### src/sv/dfmt_pkg.sv
// shared types and constants for the deduplicating move-to-tail fifo
// no dependencies
package dfmt_pkg;

   localparam int DEPTH_DEFAULT      = 16;
   localparam int ITEM_WIDTH_DEFAULT = 16;

   localparam logic CMD_PUSH = 1'b0;
   localparam logic CMD_POP  = 1'b1;

   localparam logic [1:0] STATUS_OK         = 2'd0;
   localparam logic [1:0] STATUS_POP_EMPTY  = 2'd1;
   localparam logic [1:0] STATUS_PUSH_FULL  = 2'd2;

   // per-cycle action broadcast to every cell
   typedef struct packed {
      logic pop;
      logic push_new;
      logic push_dup;
   } ctrl_type;

endpackage

### src/sv/dfmt_cell.sv
// one queue slot: holds an entry, compares it to the pushed value, shifts toward head
// depends on dfmt_pkg
module dfmt_cell #(
   parameter int ITEM_WIDTH = dfmt_pkg::ITEM_WIDTH_DEFAULT
) (
   input  logic                  clock,
   input  logic                  reset,
   input  dfmt_pkg::ctrl_type    ctrl,
   input  logic [ITEM_WIDTH-1:0] item,
   input  logic                  prev_occ,
   input  logic                  prev_past,
   input  logic                  next_occ,
   input  logic [ITEM_WIDTH-1:0] next_value,
   output logic                  occ,
   output logic [ITEM_WIDTH-1:0] value,
   output logic                  past
);

   logic                  occ_ff;
   logic                  occ_in;
   logic [ITEM_WIDTH-1:0] value_ff;
   logic [ITEM_WIDTH-1:0] value_in;
   logic                  match;

   assign match = occ_ff && (value_ff == item);
   assign past  = prev_past | match;
   assign occ   = occ_ff;
   assign value = value_ff;

   always_comb begin
      occ_in   = occ_ff;
      value_in = value_ff;
      if (ctrl.pop) begin
         occ_in   = next_occ;
         value_in = next_value;
      end else if (ctrl.push_dup && past && occ_ff) begin
         // close the gap; the last occupied slot takes the value
         value_in = next_occ ? next_value : item;
      end else if (ctrl.push_new && !occ_ff && prev_occ) begin
         occ_in   = 1'b1;
         value_in = item;
      end
   end

   always_ff @(posedge clock) begin
      if (reset) begin
         occ_ff <= 1'b0;
      end else begin
         occ_ff <= occ_in;
      end
   end

   always_ff @(posedge clock) begin
      value_ff <= value_in;
   end

endmodule

### src/sv/dedup_fifo_move_to_tail.sv
// top level of the deduplicating fifo: row of slot cells plus the response register
// depends on dfmt_pkg and dfmt_cell
//
// A queue of DEPTH entries that never holds the same value twice. Each request beat
// is a push or a pop; each produces exactly one response beat carrying the popped
// value, a status code, a duplicate flag and the occupancy after the request. The
// entries live in a row of cells ordered from head (cell 0) to tail; every cell
// compares its entry against the pushed value in parallel, and a pop or a duplicate
// push shifts entries one cell toward the head in the same cycle. A new beat is taken
// every cycle as long as the response side keeps up: the response register is freed
// in the same cycle it is read. The critical path is the match chain that runs through
// all DEPTH cells, followed by the shift select in each cell. There is no clearing pass
// after reset.
module dedup_fifo_move_to_tail #(
   parameter int DEPTH      = dfmt_pkg::DEPTH_DEFAULT,
   parameter int ITEM_WIDTH = dfmt_pkg::ITEM_WIDTH_DEFAULT,
   localparam int CountWidth = $clog2(DEPTH + 1)
) (
   input  logic                  clock,
   input  logic                  reset,
   // request channel
   input  logic                  req_valid,
   output logic                  req_ready,
   input  logic                  req_command,
   input  logic [ITEM_WIDTH-1:0] req_item_value,
   // response channel
   output logic                  rsp_valid,
   input  logic                  rsp_ready,
   output logic [ITEM_WIDTH-1:0] rsp_pop_value,
   output logic [1:0]            rsp_status,
   output logic                  rsp_was_duplicate,
   output logic [CountWidth-1:0] rsp_occupancy
);

   // cell row wiring
   logic [DEPTH-1:0]      occ;
   logic [DEPTH-1:0]      past;
   logic [ITEM_WIDTH-1:0] value [DEPTH];
   dfmt_pkg::ctrl_type    ctrl;

   // request decode
   logic accept;
   logic is_pop;
   logic is_push;
   logic any_match;
   logic empty;
   logic full;

   // entry count and response register
   logic [CountWidth-1:0] count_ff;
   logic [CountWidth-1:0] count_in;
   logic                  rsp_valid_ff;
   logic                  rsp_valid_in;
   logic [ITEM_WIDTH-1:0] pop_value_ff;
   logic [ITEM_WIDTH-1:0] pop_value_in;
   logic [1:0]            status_ff;
   logic [1:0]            status_in;
   logic                  dup_ff;
   logic                  dup_in;
   logic [CountWidth-1:0] occupancy_ff;

   // response slot is free when empty or being drained this cycle
   assign req_ready = !rsp_valid_ff || rsp_ready;
   assign accept    = req_valid && req_ready;
   assign is_pop    = (req_command == dfmt_pkg::CMD_POP);
   assign is_push   = (req_command == dfmt_pkg::CMD_PUSH);

   assign empty     = !occ[0];
   assign full      = occ[DEPTH-1];
   assign any_match = past[DEPTH-1];

   // only one action per beat; a duplicate push is allowed even when full
   assign ctrl.pop      = accept && is_pop && !empty;
   assign ctrl.push_dup = accept && is_push && any_match;
   assign ctrl.push_new = accept && is_push && !any_match && !full;

   for (genvar gi = 0; gi < DEPTH; gi++) begin : g_cell
      logic                  prev_occ;
      logic                  prev_past;
      logic                  next_occ;
      logic [ITEM_WIDTH-1:0] next_value;

      if (gi == 0) begin : g_first
         assign prev_occ  = 1'b1;
         assign prev_past = 1'b0;
      end else begin : g_mid
         assign prev_occ  = occ[gi-1];
         assign prev_past = past[gi-1];
      end

      if (gi == DEPTH - 1) begin : g_last
         assign next_occ   = 1'b0;
         assign next_value = '0;
      end else begin : g_inner
         assign next_occ   = occ[gi+1];
         assign next_value = value[gi+1];
      end

      dfmt_cell #(
         .ITEM_WIDTH (ITEM_WIDTH)
      ) u_cell (
         .clock      (clock),
         .reset      (reset),
         .ctrl       (ctrl),
         .item       (req_item_value),
         .prev_occ   (prev_occ),
         .prev_past  (prev_past),
         .next_occ   (next_occ),
         .next_value (next_value),
         .occ        (occ[gi]),
         .value      (value[gi]),
         .past       (past[gi])
      );
   end

   // next count and response contents
   always_comb begin
      count_in     = count_ff;
      pop_value_in = '0;
      status_in    = dfmt_pkg::STATUS_OK;
      dup_in       = 1'b0;
      if (ctrl.pop) begin
         count_in     = count_ff - CountWidth'(1);
         pop_value_in = value[0];
      end else if (ctrl.push_new) begin
         count_in = count_ff + CountWidth'(1);
      end else if (ctrl.push_dup) begin
         dup_in = 1'b1;
      end else if (is_pop) begin
         status_in = dfmt_pkg::STATUS_POP_EMPTY;
      end else begin
         status_in = dfmt_pkg::STATUS_PUSH_FULL;
      end
   end

   always_comb begin
      rsp_valid_in = rsp_valid_ff;
      if (accept) begin
         rsp_valid_in = 1'b1;
      end else if (rsp_ready) begin
         rsp_valid_in = 1'b0;
      end
   end

   always_ff @(posedge clock) begin
      if (reset) begin
         count_ff     <= '0;
         rsp_valid_ff <= 1'b0;
      end else begin
         if (accept) begin
            count_ff <= count_in;
         end
         rsp_valid_ff <= rsp_valid_in;
      end
   end

   // response payload, loaded once per accepted beat
   always_ff @(posedge clock) begin
      if (accept) begin
         pop_value_ff <= pop_value_in;
         status_ff    <= status_in;
         dup_ff       <= dup_in;
         occupancy_ff <= count_in;
      end
   end

   assign rsp_valid         = rsp_valid_ff;
   assign rsp_pop_value     = pop_value_ff;
   assign rsp_status        = status_ff;
   assign rsp_was_duplicate = dup_ff;
   assign rsp_occupancy     = occupancy_ff;

endmodule

### config.mk
export PLATFORM = sky130hd
export DESIGN_NAME = dedup_fifo_move_to_tail
export DESIGN_NICKNAME = d
export VERILOG_FILES = /design/src/sv/dfmt_pkg.sv /design/src/sv/dfmt_cell.sv /design/src/sv/dedup_fifo_move_to_tail.sv
export SDC_FILE = /design/constraint.sdc
export NUM_CORES = 1
export LEC_CHECK = 0
export ABC_AREA = 0
export BUFFER_PORTS_ARGS = -buffer_cell sky130_fd_sc_hd__buf_2
export CAP_MARGIN = 20
export CORE_ASPECT_RATIO = 2
export CORE_MARGIN = 3
export CORE_UTILIZATION = 40
export CTS_CLUSTER_DIAMETER = 60
export CTS_CLUSTER_SIZE = 8
export DETAILED_ROUTE_END_ITERATION = 10
export GPL_ROUTABILITY_DRIVEN = 1
export PLACE_DENSITY_LB_ADDON = 0.15
export SKIP_CTS_REPAIR_TIMING = 1
export SLEW_MARGIN = 10
export SYNTH_ARGS = -nofsm -noshare
export SYNTH_HDL_FRONTEND = slang
export SYNTH_SLANG_ARGS = --single-unit
### constraint.sdc
create_clock -name clock -period 9.8 [get_ports clock]
set_clock_uncertainty 0.1 [all_clocks]
set_input_delay 0.98 -clock clock [delete_from_list [all_inputs] [get_ports clock]]
set_output_delay 0.98 -clock clock [all_outputs]
set_load 0.05 [all_outputs]
==> run summary <==
# clock sinks - 302
Crit Reg-Reg Startpoint - g_cell[4].u_cell.value[3]
EDFF count, synth - 264
CTS max path bufs - 3
routability cong. - 0.757
Port Buffers - 46
gr usage total - 0.195
total grt overflow - 0
Post-Synth XOR/XNOR Area - 0.135
average size of a mapped cell - 13.8 µm²
Pleak - 0.00638 µW
clock power share - 0.416
clk slew on worst S/H paths - 0.05 ns
Async SR Flop Fraction - 0
Hold Fails Final Rpt - 0
hold path start - g_cell[15].u_cell.value[0]
fin nets - 1256
Post-DP HPWL - 29500 µm
CP max FO - 32
most common cell after layout, fill and taps aside - edfxtp_1
WP data arrival - 5.13 ns
initial antenna violation count - 0
drt wl/cell - 23.9 µm
P_sw - 819 µW
status - complete, no violations
WHS Endpoint - g_cell[15].u_cell.value[0]
Synth Net Count - 1237
fmax - 202 MHz
Ys Warns - 0
Setup TNS - 0 ns
Distinct cells, synth - 55
slowest cell on the critical path - a31o_1
core area - 41300 µm²
average vias per placed instance - 5.34
Detailed Route Iter0 Violations - 461
Reg area - 8690 µm²
num ports - 47
Worst Hold Path Cells - 1
Hold Crit Class - flip-flop to flip-flop
die area - 44600 µm²
CTS tree - done
main combinational cell family by area after synthesis - multiplexers
Die Height - 296 µm
most frequent cells in the layout - 264 x edfxtp_1, 179 x xnor2_1, 167 x mux2_2, 80 x xor2_1, 70 x mux2_4
Cell Rows - 105
VDD IR-drop max - 0.000127 V
die width - 151 µm
Clock Latency Late Sink - 0.55 ns
Setup Viol. Count Final - 0
fill count - 3806
Critical Path RT - 9.99 ns
cells after synthesis - 1214
reg2reg path depth - 8
n_diodes - 0
footprint of the multi-input gates - 7310 µm²
r2r setup slk - 5.43 ns
adder-cell share of the synthesized area - 0.00149
PwrDens - 180 nW/µm²
Pint - 2490 µW
crit path time final - 4.94 ns
flops & latches, synth - 302
first-pass GRT wire length - 64500 µm
initial core utilization - 0.407
sequential area share after synthesis - 0.518
slew margin rel. - 0.262
Synth Area in Compound Gates - 0.0523
WS Path Type - input port to flip-flop
fin crit share - 0.504
largest net degree at the start of global routing - 40
Least-Margin Pin Slew - 1.10 ns
R2R Path End - g_cell[0].u_cell.value[2]
Synth Area in Simple Gates - 0.0657
unrepaired setup endpoints after global routing - no
max-cap violations - 0
layout cells sized above 1 - 0.308
DRT Pass-1 Iters - 5
sequential share of power - 0.465
H-tree Lvls - 2
hold_ws - 0.415 ns
combinational share of power - 0.119
Critical Path End Type - flip-flop
CP Cell Sequence - buf_2 > xnor2_1 > nand4_1 > nor4_1 > nand3_1 > and3_1 > a41oi_4 > a31o_1 > mux2_2
TritonCTS buffer count - 43
startpoint types - input port
Area Growth Syn to Fin - 9.73%
DRT antenna net count - 0
Routed WL - 42900 µm
number of global-route vias before repair - 10396
Sw Share - 0.248
post-synthesis mux area share - 0.180
total number of vias - 9582
# DRC - 0
Synth Flop Type - edfxtp_1
Slew Viols, Final - 0
CP max stage delay - 0.83 ns
synthesized cell area - 16800 µm²
Clock Root Buffer - clkbuf_16
-- worst max path at each step --
stage / slack (ns) / endpoint / cells after the start / startpoint
after floorplan: 4.38 / g_cell[1].u_cell.value[0] / 8 / rsp_ready
after global placement: 4.15 / g_cell[1].u_cell.value[11] / 10 / req_item_value[12]
after detailed placement: 4.22 / g_cell[0].u_cell.value[2] / 10 / req_item_value[12]
after CTS: 4.79 / g_cell[0].u_cell.value[2] / 10 / req_item_value[12]
after global routing: 4.59 / g_cell[0].u_cell.value[2] / 10 / req_item_value[12]
final: 4.86 / g_cell[0].u_cell.value[2] / 9 / req_item_value[1]
-- power groups by stage --
| stage | Sequential (µW) | Combinational, µW | Clock [µW] |
|---|---|---|---|
| after global routing | 1540 | 426 | 1460 |
| after CTS | 1540 | 401 | 1410 |
| after global placement | 1560 | 396 | 0 |
| final | 1540 | 395 | 1370 |
| after detailed placement | 1560 | 399 | 0 |
| after floorplan | 1570 | 295 | 0 |
-- cell usage after synthesis, types with 19 or more instances --
cell type,count,area (µm²)
dfxtp_1,38,761
xnor2_1,179,1570
nand4_1,39,244
mux2_4,70,1050
nor2_1,26,97.6
nor4_1,27,169
xor2_1,80,701
nand3_1,21,105
and2_1,19,119
edfxtp_1,264,7930
clkbuf_1,38,143
buf_6,35,394
nand2_1,19,71.3
mux2_2,167,1880
buf_4,19,143
-- metal layers --
| layer | share of wire | vias to the layer above | track usage |
|---|---|---|---|
| li1 | - | 4495 | - |
| met1 | 0.32 | 4802 | 0.182 |
| met2 | 0.60 | 192 | 0.401 |
| met3 | 0.030 | 93 | 0.0252 |
| met4 | 0.049 | 0 | 0.0901 |
| met5 | 0 | - | 0 |
-- worst max-delay path, delay by kind of cell --
kind	cells	cell delay [ns]
compound gates	2	1.62
xor+xnor	1	0.19
buf+inv	1	0.69
mux	1	0.41
simple gates	4	1.19
-- metrics by stage --
| step | utilization | total power [µW] | instance area [µm²] | instances | setup WS (ns) |
|---|---|---|---|---|---|
| floorplan | - | 1860 | 16800 | 1214 | 4.38 |
| global placement | 0.417 | 1960 | 17200 | 1722 | 4.15 |
| detailed placement | 0.417 | 1960 | 17200 | 1723 | 4.22 |
| CTS | 0.447 | 3350 | 18400 | 1796 | 4.79 |
| global route | 0.447 | 3430 | 18400 | 1796 | 4.59 |
| finish | 0.447 | 3310 | 18400 | 1796 | 4.86 |
-- kinds of logic (layout without fill, tap and decap cells) --
family,Yosys count,in the layout
xor gates and xnor gates,259,259
AOI/OAI and AO/OA,102,102
muxes,245,245
DFF,302,302
buffers and inverters,115,162
adders and majority gates,2,2
and+or+nand+nor,189,189
-- sequential cells by signal, summed over array words and instances (netlist names) --
name / cells
rsp_occupancy: 5
g_cell.u_cell.occ: 16
rsp_status: 2
rsp_valid: 1
g_cell.u_cell.value: 256
rsp_pop_value: 16
count_ff: 5
rsp_was_duplicate: 1
-- final cells by class --
class                           instances  share of cell area
Clock buffer                           70              0.0651
Clock inverter                          3             0.00156
Inverter                                8             0.00163
Multi-Input combinational cell        797               0.397
Sequential cell                       302               0.472
Tap cell                              535              0.0363
Timing Repair Buffer                   81              0.0268
Note: power is estimated with default switching activity, not from simulation.
